File: config.mk
export PLATFORM = sky130hd
export DESIGN_NAME = led_ring_pwm_brightness_table
export DESIGN_NICKNAME = d
export VERILOG_FILES = /design/src/hdl/lrpwm_pkg.sv /design/src/hdl/lrpwm_table.sv /design/src/hdl/led_ring_pwm_brightness_table.sv
export SDC_FILE = /design/constraint.sdc
export NUM_CORES = 1
export LEC_CHECK = 0
export BUFFER_PORTS_ARGS = -buffer_cell sky130_fd_sc_hd__buf_2
export CAP_MARGIN = 30
export CORE_MARGIN = 10
export CORE_UTILIZATION = 56
export DETAILED_ROUTE_END_ITERATION = 10
export PLACE_DENSITY = 0.73
export SLEW_MARGIN = 30
export SYNTH_ARGS = -nofsm -noshare
export SYNTH_HDL_FRONTEND = slang
export SYNTH_SLANG_ARGS = --single-unit
export TNS_END_PERCENT = 1
File: constraint.sdc
create_clock -name clk -period 5.25 [get_ports clk]
set_input_delay 0.525 -clock clk [delete_from_list [all_inputs] [get_ports clk]]
set_output_delay 0.525 -clock clk [all_outputs]
set_load 0.01 [all_outputs]
File: src/hdl/lrpwm_pkg.sv
// shared constants, types and chain mapping for the led ring brightness table
package lrpwm_pkg;

    localparam int LED_COUNT = 24;
    localparam int POS_W     = 5;
    localparam int LEVEL_W   = 7;
    localparam int VALUE_W   = 8;
    localparam int FRAME_W   = 7;
    localparam int MODE_W    = 2;

    localparam logic [LEVEL_W-1:0] MAX_LEVEL = 7'd100;

    localparam logic [MODE_W-1:0] MODE_SET   = 2'd0;
    localparam logic [MODE_W-1:0] MODE_ADD   = 2'd1;
    localparam logic [MODE_W-1:0] MODE_CLEAR = 2'd2;
    localparam logic [MODE_W-1:0] MODE_QUERY = 2'd3;

    typedef struct packed {
        logic [MODE_W-1:0]         mode;
        logic [POS_W-1:0]          led_position;
        logic signed [VALUE_W-1:0] brightness_value;
        logic [POS_W-1:0]          chain_position;
        logic [FRAME_W-1:0]        frame_count;
    } lrpwm_op_t;

    // serial chain position to visual position, only meaningful below LED_COUNT
    function automatic logic [POS_W-1:0] chain_to_visual(input logic [POS_W-1:0] chain);
        logic [POS_W-1:0] vis;
        vis = '0;
        case (chain) inside
            [5'd0:5'd7]:   vis = 5'd11 - chain;
            [5'd8:5'd15]:  vis = 5'd27 - chain;
            [5'd16:5'd19]: vis = 5'd19 - chain;
            [5'd20:5'd23]: vis = 5'd23 - (chain - 5'd20);
            default:       vis = '0;
        endcase
        return vis;
    endfunction

endpackage

File: src/hdl/lrpwm_table.sv
// brightness register file with set, add, clear and query logic
module lrpwm_table (
    input  logic               clk,
    input  logic               rst_n,
    input  logic               op_en,
    input  lrpwm_pkg::lrpwm_op_t op,
    output logic               query_on
);
    import lrpwm_pkg::*;

    logic [LEVEL_W-1:0] level_reg [LED_COUNT];
    logic [LEVEL_W-1:0] level_next [LED_COUNT];

    logic [POS_W-1:0]          rd_addr;
    logic                      rd_in_range;
    logic [LEVEL_W-1:0]        rd_level;
    logic signed [VALUE_W:0]   add_sum;
    logic [LEVEL_W-1:0]        set_level;
    logic [LEVEL_W-1:0]        add_level;
    logic [LEVEL_W-1:0]        wr_level;
    logic                      wr_en;
    logic                      clr_en;

    // one read port: query reads the mapped slot, add reads its own slot
    assign rd_addr = (op.mode == MODE_QUERY) ? chain_to_visual(op.chain_position)
                                             : op.led_position;
    assign rd_in_range = (op.mode == MODE_QUERY)
                       ? (op.chain_position < POS_W'(LED_COUNT))
                       : (op.led_position < POS_W'(LED_COUNT));
    assign rd_level = rd_in_range ? level_reg[rd_addr] : '0;

    always_comb
    begin
        if (op.brightness_value < 0)
            set_level = '0;
        else if (op.brightness_value > $signed({1'b0, MAX_LEVEL}))
            set_level = MAX_LEVEL;
        else
            set_level = op.brightness_value[LEVEL_W-1:0];
    end

    assign add_sum = $signed({2'b00, rd_level})
                   + $signed({op.brightness_value[VALUE_W-1], op.brightness_value});

    always_comb
    begin
        if (add_sum < 0)
            add_level = '0;
        else if (add_sum > $signed({2'b00, MAX_LEVEL}))
            add_level = MAX_LEVEL;
        else
            add_level = add_sum[LEVEL_W-1:0];
    end

    always_comb
    begin
        wr_level = set_level;
        wr_en    = 1'b0;
        clr_en   = 1'b0;
        unique case (op.mode)
            MODE_SET:
            begin
                wr_level = set_level;
                wr_en    = op_en && (op.led_position < POS_W'(LED_COUNT));
            end
            MODE_ADD:
            begin
                wr_level = add_level;
                wr_en    = op_en && (op.led_position < POS_W'(LED_COUNT));
            end
            MODE_CLEAR:
                clr_en = op_en;
            default:
                wr_en = 1'b0;
        endcase
    end

    always_comb
    begin
        for (int i = 0; i < LED_COUNT; i++)
        begin
            if (clr_en)
                level_next[i] = '0;
            else if (wr_en && (op.led_position == POS_W'(i)))
                level_next[i] = wr_level;
            else
                level_next[i] = level_reg[i];
        end
    end

    always_ff @(posedge clk or negedge rst_n)
    begin
        if (!rst_n)
        begin
            for (int i = 0; i < LED_COUNT; i++)
                level_reg[i] <= '0;
        end
        else
        begin
            for (int i = 0; i < LED_COUNT; i++)
                level_reg[i] <= level_next[i];
        end
    end

    // out-of-range chain position reads as zero brightness, so never on
    assign query_on = (rd_level > op.frame_count);

endmodule

File: src/hdl/led_ring_pwm_brightness_table.sv
// top level of the led ring pwm brightness table
//
//  channel | handshake              | payload
//  --------+------------------------+---------------------------------------------------
//  in      | in_valid / in_stall    | mode, led_position, brightness_value,
//          |                        | chain_position, frame_count
//  out     | out_valid / out_stall  | led_on (one item per query, none otherwise)
//
// one item per cycle while in_stall is low; an item is held in the input register and
// applied to the 24-entry brightness register file from there.
// a query result goes on from the input register to the output register.
// reset clears every brightness to zero at once.
// a stalled result holds; in_stall rises only when a query waits on a full,
// stalled output register.
module led_ring_pwm_brightness_table (
    input  logic                                   clk,
    input  logic                                   rst_n,
    input  logic                                   in_valid,
    output logic                                   in_stall,
    input  logic [lrpwm_pkg::MODE_W-1:0]           mode,
    input  logic [lrpwm_pkg::POS_W-1:0]            led_position,
    input  logic signed [lrpwm_pkg::VALUE_W-1:0]   brightness_value,
    input  logic [lrpwm_pkg::POS_W-1:0]            chain_position,
    input  logic [lrpwm_pkg::FRAME_W-1:0]          frame_count,
    output logic                                   out_valid,
    input  logic                                   out_stall,
    output logic                                   led_on
);
    import lrpwm_pkg::*;

    logic      op_valid_reg;
    lrpwm_op_t op_reg;
    logic      out_valid_reg;
    logic      led_on_reg;
    logic      query_on;
    logic      is_query;
    logic      op_go;
    logic      in_take;

    assign is_query = (op_reg.mode == MODE_QUERY);
    // only a query needs room in the output register
    assign op_go    = op_valid_reg && (!is_query || !out_valid_reg || !out_stall);
    assign in_stall = op_valid_reg && !op_go;
    assign in_take  = in_valid && !in_stall;

    always_ff @(posedge clk or negedge rst_n)
    begin
        if (!rst_n)
            op_valid_reg <= 1'b0;
        else if (in_take)
            op_valid_reg <= 1'b1;
        else if (op_go)
            op_valid_reg <= 1'b0;
    end

    always_ff @(posedge clk)
    begin
        if (in_take)
        begin
            op_reg.mode             <= mode;
            op_reg.led_position     <= led_position;
            op_reg.brightness_value <= brightness_value;
            op_reg.chain_position   <= chain_position;
            op_reg.frame_count      <= frame_count;
        end
    end

    lrpwm_table u_table (
        .clk      (clk),
        .rst_n    (rst_n),
        .op_en    (op_go),
        .op       (op_reg),
        .query_on (query_on)
    );

    always_ff @(posedge clk or negedge rst_n)
    begin
        if (!rst_n)
            out_valid_reg <= 1'b0;
        else if (op_go && is_query)
            out_valid_reg <= 1'b1;
        else if (!out_stall)
            out_valid_reg <= 1'b0;
    end

    always_ff @(posedge clk)
    begin
        if (op_go && is_query)
            led_on_reg <= query_on;
    end

    assign out_valid = out_valid_reg;
    assign led_on    = led_on_reg;

    a_stall_needs_item: assert property (@(posedge clk) disable iff (!rst_n)
        in_stall |-> (op_valid_reg && is_query && out_valid_reg))
        else $error("input stalled without a blocked query");

    a_query_loads_out: assert property (@(posedge clk) disable iff (!rst_n)
        (op_go && is_query) |=> out_valid)
        else $error("query result missing from output register");

    a_held_result_kept: assert property (@(posedge clk) disable iff (!rst_n)
        (out_valid_reg && out_stall) |-> !(op_go && is_query))
        else $error("query overwrote a stalled result");

endmodule

-- Word level (Yosys, flattened, before mapping)
Index checks and enable logic that the tools add are counted.
- multiplexer cells: 69
- bitwise operators: 1
- add/subtract/negate cells: 6
- $lt $le $gt $ge: 16
- reduce and logical (&&, ||, !) cells: 68
- equal/unequal tests: 27
- operators with widths (cell ; number):
    $mux W7 ; 56
    $reduce_bool A2 Y1 ; 25
    $eq A5 B4 Y1 const B ; 8
    $eq A5 B5 Y1 const B ; 8
    $bmux W7 S5 ; 1
    $logic_and A1 B1 Y1 ; 33
    $mux W5 ; 5
    $eq A5 B3 Y1 const B ; 4
    $sub A5 B5 Y5 const A ; 3
    $eq A5 B2 Y1 const B ; 2
    $ge A5 B5 Y1 const B ; 2
    $le A5 B5 Y1 const B ; 2
    $lt A5 B5 Y1 const B ; 2
    $add A8 B8 Y9 ; 1
    $gt A9 B8 Y1 const B ; 1
    $lt A9 B1 Y1 const B ; 1
    $gt A8 B8 Y1 const B ; 1
    $lt A8 B1 Y1 const B ; 1
    $gt A7 B7 Y1 ; 1
    $mux W1 ; 7
    $ge A6 B6 Y1 const B ; 1
    $not A5 Y6 ; 1
    $eq A5 B1 Y1 const B ; 1
    $ge A5 B1 Y1 const B ; 1
    other kinds (13) ; 19
- input port bits: 31
- output and inout bits: 3
- register bits: 198

-- Longest topological paths before layout
Gate-level depths: netlist of run 1.
- word-level depth: 19
- depth in mapped cells: 24
- gate-level depth less buffers: 20

-- Modules after synthesis
Synthesis of run 1 repeated with hierarchy kept, for this count alone.
- cells, all modules: 1146
- area, all modules: 10188.5 um^2
- modules (own cells, without submodules) (module ; times used ; sequential area each (um^2) ; cells each ; area each (um^2)):
    lrpwm_table ; 1 ; 4204.0 ; 1106 ; 9238.9
    led_ring_pwm_brightness_table ; 1 ; 890.9 ; 40 ; 949.7

-- Least setup slack after synthesis of run 1
Ideal clock, no wire load.
- path type: register -> register
- start: register op_reg[9] (netlist bit)
- end: register u_table.level_reg[148] (netlist bit)
- arrival: 4.604 ns
- clock period less this slack: 4.753 ns
- cell stages (with the launch flop): 21
- path slack: 0.497 ns
- path through: edfxtp_1 ha_1 a21o_1 a211o_1 and2_4 buf_6 mux2_1 o21ai_1 a21oi_1 a2111o_1 ha_1 fa_1 a21oi_1 o22ai_1 nor2_1 xor2_1 nor3_1 nor2_1 a32oi_1 clkbuf_1 a21oi_1
- longest elaborated chain between the ends: 19
- elaborated cells between the ends (all ways): 37
- those cells by class: add/sub (6); order compare (11); mux (15); bitwise (1); reduce/logical (4)
- RTL lines (what ; line ; source):
    start: declaration ; led_ring_pwm_brightness_table.sv:32 ; lrpwm_op_t op_reg;
    $sub A5 B5 Y5 (tied with other cells) ; lrpwm_pkg.sv:34 ; [5'd20:5'd23]: vis = 5'd23 - (chain - 5'd20);
    $sub A5 B5 Y5 / $logic_and A1 B1 Y1 (equally long branches) ; lrpwm_pkg.sv:34, lrpwm_table.sv:25 ;
    $mux W5 (4 in a row) ; lrpwm_pkg.sv:30 ; case (chain) inside
    $mux W5 ; lrpwm_table.sv:25 ; assign rd_addr = (op.mode == MODE_QUERY) ? chain_to_visual(op.chain_position)
    $not A5 Y6 (not written as such) ; lrpwm_table.sv:30 ; assign rd_level = rd_in_range ? level_reg[rd_addr] : '0;
    $bmux W7 S5 ; lrpwm_table.sv:30 ;
    $mux W7 (not written as such) (2 in a row) ; lrpwm_table.sv:30 ;
    $mux W7 (*) ; lrpwm_table.sv:30 ;
    $add A8 B8 Y9 (*) ; lrpwm_table.sv:43 ; + $signed({op.brightness_value[VALUE_W-1], op.brightness_value});
    $gt A9 B8 Y1 ; lrpwm_table.sv:49 ; else if (add_sum > $signed({2'b00, MAX_LEVEL}))
    $mux W7 ; lrpwm_table.sv:49 ;
    $mux W7 (*) ; lrpwm_table.sv:47 ; if (add_sum < 0)
    $mux W7 (*) ; lrpwm_table.sv:60 ; unique case (op.mode)
    $mux W7 (*) ; lrpwm_table.sv:84 ; else if (wr_en && (op.led_position == POS_W'(i)))
    $mux W7 (*) ; lrpwm_table.sv:82 ; if (clr_en)
    end signal: indexed assignment ; lrpwm_table.sv:101 ; level_reg[i] <= level_next[i];
    end: declaration ; lrpwm_table.sv:11 ; logic [LEVEL_W-1:0] level_reg [LED_COUNT];
Every way passes the cells marked *; elsewhere a longest branch is shown, timed or not. The select of a mux whose other input is x is not followed.
A chain may end at the register's enable or synchronous reset.

-- Worst setup path after layout of run 1
- start: register op_reg[9] (netlist bit)
- end: register u_table.level_reg[151] (netlist bit)
The elaborated chain is that of the path after synthesis.

==> results.py, run 1 <==
metrics = {
    "synthesis": {
        "yosys_warnings": 0,
        "netlist_area_um2": 9900,
        "ys.flop_type": "dfrtp_1",
        "ys_ff_latch": 198,
        "synth_cells": 1088,
        "syn_avg_cell_area_um2": 9.10,
        "yosysSeqAreaShare_pct": 51.5,
        "ys_types": 53,
        "synthArstFlopShare_pct": 85.9,
        "synth_edf_count": 28,
        "synth_fp_nets": 1138,
    },
    "clock_tree": {
        "hold_buffers": 0,
        "root_buffer": "clkbuf_16",
        "cts.htree.levels": 4,
        "path_clk_slew_ns": 0.07,
        "cts_buffer_depth": 2,
        "clock-sinks": 198,
        "cts_tree": "built",
        "cts_made_buffers": 17,
        "clk_latency_ns": 0.43,
    },
    "sta": {
        "relSlewSlack_pct": 44.7,
        "fin_skew_ns": 0.00767,
        "hold_ws_ns": 0.168,
        "hold_viol": 0,
        "post-route-min-period_ns": 5.06,
        "setup_viol": 0,
        "worstMarginPinSlew_ns": 0.829,
        "fmax_ghz": 0.198,
        "rsz0062_at_grt": "false",
        "fin_tns_setup_ns": 0,
        "period_share_pct": 96.4,
        "slew_viol_final": 0,
    },
    "setup_path": {
        "worstPathRequired_ns": 5.59,
        "r2r-start": "op_reg[9]",
        "reg2regPathDepth": 21,
        "cp.arrival_ns": 5.40,
        "critPathMaxFanout": 24,
        "critPathKind": "register to register",
        "start_kind": "register",
        "crit_path_start": "op_reg[9]",
        "worst_setup_path_end_kind": "register",
    },
    "power_and_ir_drop": {
        "leakage_nw": 4.98,
        "p_total_w": 0.00361,
        "switching_power_w": 0.000996,
        "peakVddDrop_mv": 0.272,
        "p_int_w": 0.00261,
        "swShare_pct": 27.6,
        "p_per_area_nw_per_um2": 319,
        "p_comb_share_pct": 18.0,
        "pwr-share-clk_pct": 35.7,
        "seqPwrFrac_pct": 46.3,
    },
    "floorplan": {
        "start_util_pct": 57.2,
        "fp.dieW_um": 153,
        "ios": 34,
        "rows": 48,
        "core_area_um2": 17300,
        "die-area_um2": 23400,
        "die_h_um": 153,
    },
    "job": {
        "drv_cap": 0,
    },
    "final_layout": {
        "fillers": 1389,
        "layout_common_cells": "o21ai_0, dfrtp_1, a21oi_1, nand2_1, nand3_1",
        "synthToLayoutAreaGrowth_pct": 14.3,
        "final_nets": 1181,
        "fin_util_pct": 65.4,
        "drive_gt1_share_pct": 13.7,
        "final_common_cell": "o21ai_0",
        "largest_reg_flops": 168,
        "diodes": 0,
    },
    "global_route": {
        "grt_max_degree": 97,
        "grt_usage_pct": 22.2,
        "globalRouteOverflowTotal": 0,
        "grt_pass1_vias": 8148,
        "grt_pass1_wl_mm": 43.1,
        "antenna_found_initial": 0,
    },
    "drt": {
        "met1_length_mm": 11.6,
        "top_layer_used": "met4",
        "post_drt_wl_per_cell_um": 19.4,
        "vias_per_cell": 6.24,
        "drcViolationCount": 0,
        "dr_wl_met2_mm": 12.6,
        "finalWirelength_mm": 26.5,
        "met3WireLength_mm": 1.69,
        "antenna_left": 0,
        "vias": 8522,
        "firstDrtPassIters": 7,
        "drtIter0Drc": 805,
    },
    "placed_design": {
        "io_buffers": 33,
        "globalplace.congestion": 0.914,
        "dpl.hpwl_mm": 18.0,
    },
    "run_status": {
        "run_status": "complete, no violations",
    },
    "min_path": {
        "hold_class": "input pin to asynchronous set/reset pin",
    },
}
## power by group through the flow
stage	registers, W	logic [W]	clock network, W
after CTS	0.00167	0.000626	0.00131
after floorplan	0.00168	0.000377	0
final	0.00167	0.000648	0.00129
after global routing	0.00168	0.000709	0.00138
after detailed placement	0.00170	0.000622	0
after global placement	0.00170	0.000614	0
## path summary, 6_finish.rpt
check                           slack [ns]                endpoint
max in group asynchronous             3.99   u_table.level_reg[52]
worst min register to register        0.50   u_table.level_reg[51]
min in group clk                      0.27               op_reg[5]
worst max register to register        0.19  u_table.level_reg[151]
worst max-delay path                  0.19  u_table.level_reg[151]
worst min-delay path                  0.17   u_table.level_reg[79]
## what timing repair did
item                                    in CTS  in global routing
resized for setup                            0                 13
endpoints found under the setup margin       0                121
hold endpoints to repair                     0                  0
buffers inserted                             0                  4
## critical path: stages (launching register included)
cell       delay (ns)
edfxtp_1         0.50
buf_4            0.19
or2_4            0.24
a2bb2oi_1        0.14
a211o_1          0.34
and2_4           0.21
buf_4            0.23
a21oi_1          0.18
a22oi_1          0.11
a22oi_1          0.36
o221ai_2         0.23
ha_1             0.43
nand2_1          0.09
o211ai_1         0.28
buf_4            0.17
a2bb2oi_1        0.28
nand2_1          0.10
nor2_1           0.18
buf_4            0.17
a31oi_2          0.12
buf_12           0.19
a21oi_1          0.20
## synthesized netlist by cell type, types with 12 or more instances
| master | instances | share of area (%) |
|---|---|---|
| clkbuf_1 | 49 | 1.9 |
| edfxtp_1 | 28 | 8.5 |
| mux2i_1 | 37 | 3.7 |
| ha_1 | 18 | 2.3 |
| dfrtp_1 | 170 | 43 |
| nand2_1 | 138 | 5.2 |
| nor2_1 | 51 | 1.9 |
| buf_2 | 13 | 0.66 |
| inv_1 | 14 | 0.53 |
| nand4_1 | 12 | 0.76 |
| nor3_1 | 16 | 0.81 |
| o21ai_0 | 181 | 9.2 |
| a21oi_1 | 157 | 7.9 |
| nand3_1 | 82 | 4.1 |
| a32oi_1 | 13 | 1.2 |
## final cells by class
class | instances | area (um^2) | area share (%)
Sequential cell | 198 | 5090 | 45.1
Inverter | 14 | 52.6 | 0.465
Multi-Input combinational cell | 807 | 4570 | 40.4
Clock inverter | 7 | 96.3 | 0.852
Tap cell | 225 | 282 | 2.49
Timing Repair Buffer | 93 | 734 | 6.50
Clock buffer | 21 | 474 | 4.19
## cell families (layout without fill, tap and decap cells)
| logic type | Yosys count | count (layout) | share of synthesized area (%) |
|---|---|---|---|
| AOI/OAI and AO/OA | 408 | 408 | 22.7 |
| xor gates and xnor gates | 5 | 5 | 0.443 |
| adders and majority gates | 19 | 19 | 2.48 |
| buffers and inverters | 83 | 135 | 3.46 |
| DFF | 198 | 198 | 51.5 |
| muxes | 43 | 43 | 4.43 |
| and+or+nand+nor | 332 | 332 | 15.0 |
## stage by stage
| stage | area (um^2) | std cells | setup WS, ns |
|---|---|---|---|
| after floorplan | 9900 | 1088 | 0.497 |
| after global placement | 10600 | 1332 | 0.145 |
| after CTS | 11200 | 1360 | 0.0333 |
| after global routing | 11300 | 1365 | 0.00518 |
| final | 11300 | 1365 | 0.191 |
| after detailed placement | 10600 | 1332 | 0.0655 |
## routing by layer
layer | up-vias | GRT usage [%]
met5 | - | 0
met3 | 45 | 4.60
met1 | 4099 | 30.0
met2 | 354 | 35.1
li1 | 4024 | -
met4 | 0 | 6.86
Power figures use the tool's default switching activity.
==> run 2: changes to the inputs <==
--- a/config.mk
+++ b/config.mk
@@ -10,6 +10,7 @@
 export CORE_MARGIN = 10
 export CORE_UTILIZATION = 56
 export DETAILED_ROUTE_END_ITERATION = 10
+export GPL_TIMING_DRIVEN = 0
 export PLACE_DENSITY = 0.73
 export SLEW_MARGIN = 30
 export SYNTH_ARGS = -nofsm -noshare
==> results.py, run 2 (same netlist as run 1, synthesis figures left out) <==
metrics = {
    "drt": {
        "vias_per_cell": 6.60,
        "finalWirelength_mm": 31.7,
        "firstDrtPassIters": 8,
        "vias": 9312,
        "antenna_left": 0,
        "drtIter0Drc": 1214,
        "drcViolationCount": 0,
        "post_drt_wl_per_cell_um": 22.5,
    },
    "sta": {
        "post-route-min-period_ns": 5.23,
        "hold_viol": 0,
        "fin_skew_ns": 0.0143,
        "relSlewSlack_pct": 43.5,
        "period_share_pct": 99.6,
        "slew_viol_final": 0,
        "worstMarginPinSlew_ns": 0.835,
        "hold_ws_ns": 0.0838,
        "setup_viol": 0,
        "fmax_ghz": 0.191,
    },
    "setup_path": {
        "cpPeakStageDelay_ns": 0.53,
        "cpMostUsedCell": "a31oi_4",
        "worst_setup_path_end_kind": "register",
        "critPathKind": "register to register",
        "crit_chain": "buf_4 -> ha_1 -> a211oi_2 -> nand4_1 -> a31oi_4 -> nor2_1 -> a31oi_4 -> a21oi_2 -> a2111o_1 -> ha_4 -> fa_2 -> a21oi_4 -> o21ba_4 -> xnor2_2 -> nor3_2 -> nor3_2 -> nor2_2 -> buf_4 -> a31oi_4 -> buf_12 -> buf_8 -> a21oi_1",
        "critPathMaxFanout": 10,
        "cp_slowest_cell": "edfxtp_1",
        "worstPathRequired_ns": 5.54,
        "start_kind": "register",
        "cp.arrival_ns": 5.52,
    },
    "floorplan": {
        "rows": 48,
        "die-area_um2": 23400,
        "ios": 34,
        "fp.dieW_um": 153,
        "core_area_um2": 17300,
        "die_h_um": 153,
        "start_util_pct": 57.2,
    },
    "global_route": {
        "grt_max_degree": 89,
        "use_met3_pct": 7.60,
        "globalRouteOverflowTotal": 0,
        "grtUsageMet1_pct": 31.3,
        "grt_pass1_wl_mm": 47.4,
        "grt_pass1_vias": 8715,
        "grt_usage_pct": 25.2,
        "gr-usage-met2_pct": 39.7,
        "grt_busiest_layer": "met2",
        "antenna_found_initial": 0,
    },
    "final_layout": {
        "largest_reg_flops": 168,
        "fin_util_pct": 68.6,
        "final_common_cell": "o21ai_0",
        "final_nets": 1222,
        "layout_common_cells": "o21ai_0, dfrtp_1, a21oi_1, nand2_1, nand3_1",
        "register_area_um2": 5090,
        "multi_input_area_um2": 4910,
        "fillers": 1315,
        "drive_gt1_share_pct": 17.6,
        "diodes": 0,
        "synthToLayoutAreaGrowth_pct": 20.0,
    },
    "clock_tree": {
        "clk_latency_ns": 0.44,
        "clock-sinks": 198,
        "cts_buffer_depth": 2,
        "path_clk_slew_ns": 0.07,
        "cts_made_buffers": 17,
        "root_buffer": "clkbuf_16",
        "cts.htree.levels": 4,
        "cts_tree": "built",
    },
    "job": {
        "drv_cap": 0,
    },
    "placed_design": {
        "globalplace.congestion": 0.963,
        "dpl.hpwl_mm": 20.7,
        "io_buffers": 33,
    },
    "run_status": {
        "run_status": "complete, no violations",
    },
    "power_and_ir_drop": {
        "leakage_nw": 5.11,
        "peakVddDrop_mv": 0.236,
        "p_per_area_nw_per_um2": 321,
    },
    "min_path": {
        "hold_class": "input pin to asynchronous set/reset pin",
    },
}
## run 2: changes by cell type in the layout (fill, tap and decap cells not counted), sizes merged
cell and change:
clkinvlp +2, buf -7, clkbuf +47, bufinv +1, inv -1, clkinv +3
## run 2: repair_timing
| item | 4_1_cts | 5_1_grt |
|---|---|---|
| pin swaps | 6 | 20 |
| hold buffers | 0 | 0 |
| cloned | 0 | 3 |
| setup endpoints to repair | 168 | 168 |
| buffers inserted | 9 | 19 |
| hold endpoints to repair | 0 | 0 |
| resized for setup | 71 | 76 |
## run 2: where the power goes
part	total (W)	leakage [nW]	switching, W	internal (W)
clock	0.00135	0.280	0.000604	0.000751
combinational	0.000786	2.21	0.000498	0.000289
sequential	0.00167	2.62	0.0000435	0.00163
total	0.00381	5.11	0.00115	0.00267
## run 2: cell type report
class	instances	area share (%)
plain buffers	68	3.49
clock inverters	12	1.30
inverters	14	0.443
repair buffers	66	4.45
flip-flops and latches	198	42.9
well taps	225	2.37
multi-input cells	807	41.4
clock buffers	20	3.68
## run 2: final timing paths
| path | slack [ns] | endpoint | start | cells after the start |
|---|---|---|---|---|
| min | 0.08 | u_table.level_reg[54] | rst_n | 1 |
| max | 0.02 | u_table.level_reg[45] | op_reg[9] | 22 |
| min in group clk | 0.25 | op_reg[4] | frame_count[4] | 1 |
| max in group asynchronous | 4.29 | u_table.level_reg[137] | rst_n | 2 |
| max reg2reg | 0.02 | u_table.level_reg[45] | op_reg[9] | 22 |
| min reg2reg | 0.50 | u_table.level_reg[100] | u_table.level_reg[100] | 2 |
## run 2: per-layer routing
metal / up-vias / wire, um
li1: 4112 / -
met1: 4445 / 12000
met2: 631 / 14800
met3: 124 / 3630
met4: 0 / 1340
met5: - / 0
## run 2: critical path, delay by kind of cell (launching register included)
kind	cells	cell delay [ns]
simple gates	5	0.71
fa+ha+maj	3	0.86
compound gates	9	2.13
flops	1	0.53
buf+inv	4	0.68
xor+xnor	1	0.15
## run 2: stage by stage
| stage | TNS, ns | setup slack, ns | total power (W) | instances | cell area (um^2) |
|---|---|---|---|---|---|
| floorplan | 0 | 0.497 | 0.00206 | 1088 | 9900 |
| global placement | -153.81 | -1.26 | 0.00226 | 1346 | 10300 |
| detailed placement | -160.58 | -1.28 | 0.00228 | 1348 | 10400 |
| CTS | -2.61 | -0.0676 | 0.00367 | 1389 | 11300 |
| global route | -5.81 | -0.0971 | 0.00392 | 1410 | 11900 |
| finish | 0 | 0.0229 | 0.00381 | 1410 | 11900 |
==> run 3: changes to the inputs <==
--- a/config.mk
+++ b/config.mk
@@ -5,13 +5,17 @@
 export SDC_FILE = /design/constraint.sdc
 export NUM_CORES = 1
 export LEC_CHECK = 0
+export ABC_CLOCK_PERIOD_IN_PS = 5250
 export BUFFER_PORTS_ARGS = -buffer_cell sky130_fd_sc_hd__buf_2
 export CAP_MARGIN = 30
+export CELL_PAD_IN_SITES_DETAIL_PLACEMENT = 1
+export CELL_PAD_IN_SITES_GLOBAL_PLACEMENT = 2
 export CORE_MARGIN = 10
-export CORE_UTILIZATION = 56
+export CORE_UTILIZATION = 41
+export CTS_BUF_LIST = sky130_fd_sc_hd__clkbuf_4 sky130_fd_sc_hd__clkbuf_8
 export DETAILED_ROUTE_END_ITERATION = 10
 export GPL_TIMING_DRIVEN = 0
-export PLACE_DENSITY = 0.73
+export PLACE_DENSITY_LB_ADDON = 0.1
 export SLEW_MARGIN = 30
 export SYNTH_ARGS = -nofsm -noshare
 export SYNTH_HDL_FRONTEND = slang
==> results.py, run 3 (same netlist as run 1, synthesis figures left out) <==
metrics = {
    "global_route": {
        "antenna_found_initial": 0,
        "grt_pass1_vias": 8976,
        "grt_max_degree": 70,
        "grt_pass1_wl_mm": 54.2,
        "globalRouteOverflowTotal": 0,
        "grt_usage_pct": 22.7,
    },
    "final_layout": {
        "drive_gt1_share_pct": 17.7,
        "fillers": 2737,
        "largest_reg_flops": 168,
        "final_common_cell": "o21ai_0",
        "diodes": 0,
        "layout_common_cells": "o21ai_0, dfrtp_1, a21oi_1, nand2_1, nand3_1",
        "final_nets": 1217,
        "fin_util_pct": 49.8,
        "synthToLayoutAreaGrowth_pct": 18.7,
    },
    "drt": {
        "firstDrtPassIters": 5,
        "vias_per_cell": 5.86,
        "vias": 8785,
        "antenna_left": 0,
        "drcViolationCount": 0,
        "finalWirelength_mm": 34.9,
        "post_drt_wl_per_cell_um": 23.3,
        "drtIter0Drc": 850,
    },
    "sta": {
        "setup_viol": 9,
        "fin_skew_ns": 0.0189,
        "worstMarginPinSlew_ns": 0.998,
        "hold_viol": 0,
        "rsz0062_at_grt": "true",
        "fin_ws_ns": -0.00877,
        "relSlewSlack_pct": 32.4,
        "post-route-min-period_ns": 5.26,
        "fmax_ghz": 0.190,
        "slew_viol_final": 0,
        "period_share_pct": 100,
    },
    "placed_design": {
        "dpl.hpwl_mm": 25.0,
        "io_buffers": 33,
        "globalplace.congestion": 0.906,
        "place_ws_ns": -1.83,
    },
    "clock_tree": {
        "clk_latency_ns": 0.49,
        "path_clk_slew_ns": 0.11,
        "root_buffer": "clkbuf_8",
        "clock-sinks": 198,
        "cts_made_buffers": 17,
        "cts.htree.levels": 4,
        "cts_buffer_depth": 2,
        "cts_tree": "built",
    },
    "power_and_ir_drop": {
        "p_per_area_nw_per_um2": 292,
        "peakVddDrop_mv": 0.131,
        "leakage_nw": 5.02,
    },
    "setup_path": {
        "critPathKind": "register to register",
        "worst_setup_path_end_kind": "register",
        "worstPathRequired_ns": 5.60,
        "critPathMaxFanout": 10,
        "cp.arrival_ns": 5.61,
        "start_kind": "register",
    },
    "floorplan": {
        "fp.dieW_um": 175,
        "ios": 34,
        "die_h_um": 175,
        "die-area_um2": 30700,
        "start_util_pct": 41.9,
        "rows": 56,
        "core_area_um2": 23600,
    },
    "run_status": {
        "run_status": "finished with violations",
        "violations": "setup timing",
    },
    "job": {
        "drv_cap": 0,
    },
    "min_path": {
        "hold_class": "input pin to register",
    },
}
run 3: path summary, 6_finish.rpt:
kind	from	end	slack [ns]	cells past startpoint
setup reg to reg	op_reg[9]	u_table.level_reg[38]	-0.009	20
min in group asynchronous	rst_n	u_table.level_reg[100]	0.51	2
hold reg to reg	u_table.level_reg[26]	u_table.level_reg[26]	0.51	2
hold / removal	brightness_value[6]	op_reg[18]	0.21	1
max in group asynchronous	rst_n	u_table.level_reg[7]	4.06	3
setup / recovery	op_reg[9]	u_table.level_reg[38]	-0.009	20
run 3: report_power, final:
group / internal [W] / total, W / switching [W]
Clock: 0.000369 / 0.000973 / 0.000603
Combinational: 0.000278 / 0.000784 / 0.000507
Sequential: 0.00163 / 0.00167 / 0.0000437
Total: 0.00227 / 0.00343 / 0.00115
run 3: per-layer routing:
layer | up-vias | wire length (um) | track usage (%)
li1 | 4086 | - | -
met1 | 4466 | 16300 | 31.7
met2 | 201 | 16600 | 36.4
met3 | 32 | 1500 | 3.15
met4 | 0 | 546 | 5.58
met5 | - | 0 | 0
run 3: metrics by stage:
| stage | std cells | power, W | instance area, um^2 | setup TNS [ns] | hold slack, ns |
|---|---|---|---|---|---|
| global placement | 1440 | 0.00230 | 10500 | -250.51 | 0.480 |
| floorplan | 1088 | 0.00206 | 9900 | 0 | 0.229 |
| finish | 1499 | 0.00343 | 11700 | -0.0366 | 0.205 |
| CTS | 1491 | 0.00340 | 11500 | -0.00452 | 0.187 |
| detailed placement | 1443 | 0.00232 | 10600 | -240.45 | 0.431 |
| global route | 1499 | 0.00358 | 11700 | -3.29 | 0.186 |
run 3: cell type report:
| cell class | instances | area [um^2] | area share, % |
|---|---|---|---|
| Inverter | 14 | 52.6 | 0.447 |
| Tap cell | 319 | 399 | 3.40 |
| Sequential cell | 198 | 5090 | 43.4 |
| Clock inverter | 13 | 110 | 0.937 |
| Multi-Input combinational cell | 807 | 4890 | 41.7 |
| Timing Repair Buffer | 61 | 477 | 4.06 |
| Clock buffer | 19 | 262 | 2.23 |
| Buffer | 68 | 460 | 3.92 |
run 3: worst max-delay path, cell delays in order, from the launching register on:
cell       delay, ns
edfxtp_1        0.55
or2_4           0.31
a2bb2oi_1       0.16
a211o_4         0.38
and2_4          0.16
buf_6           0.15
buf_4           0.21
mux2i_1         0.14
a32oi_1         0.35
nand3_1         0.27
o221ai_2        0.46
ha_4            0.30
a21oi_1         0.16
o22ai_2         0.13
o21ai_0         0.35
a21oi_4         0.13
buf_12          0.15
buf_4           0.13
a31oi_4         0.29
clkbuf_8        0.25
a21oi_1         0.08
run 3: what timing repair did:
item                       in CTS  in global routing
hold buffers                    1                  0
buffers inserted               12                  9
setup endpoints to repair     168                164
hold endpoints to repair       35                  0
resized for setup             105                 46
pin swaps                      11                 11
gates cloned                    3                  0
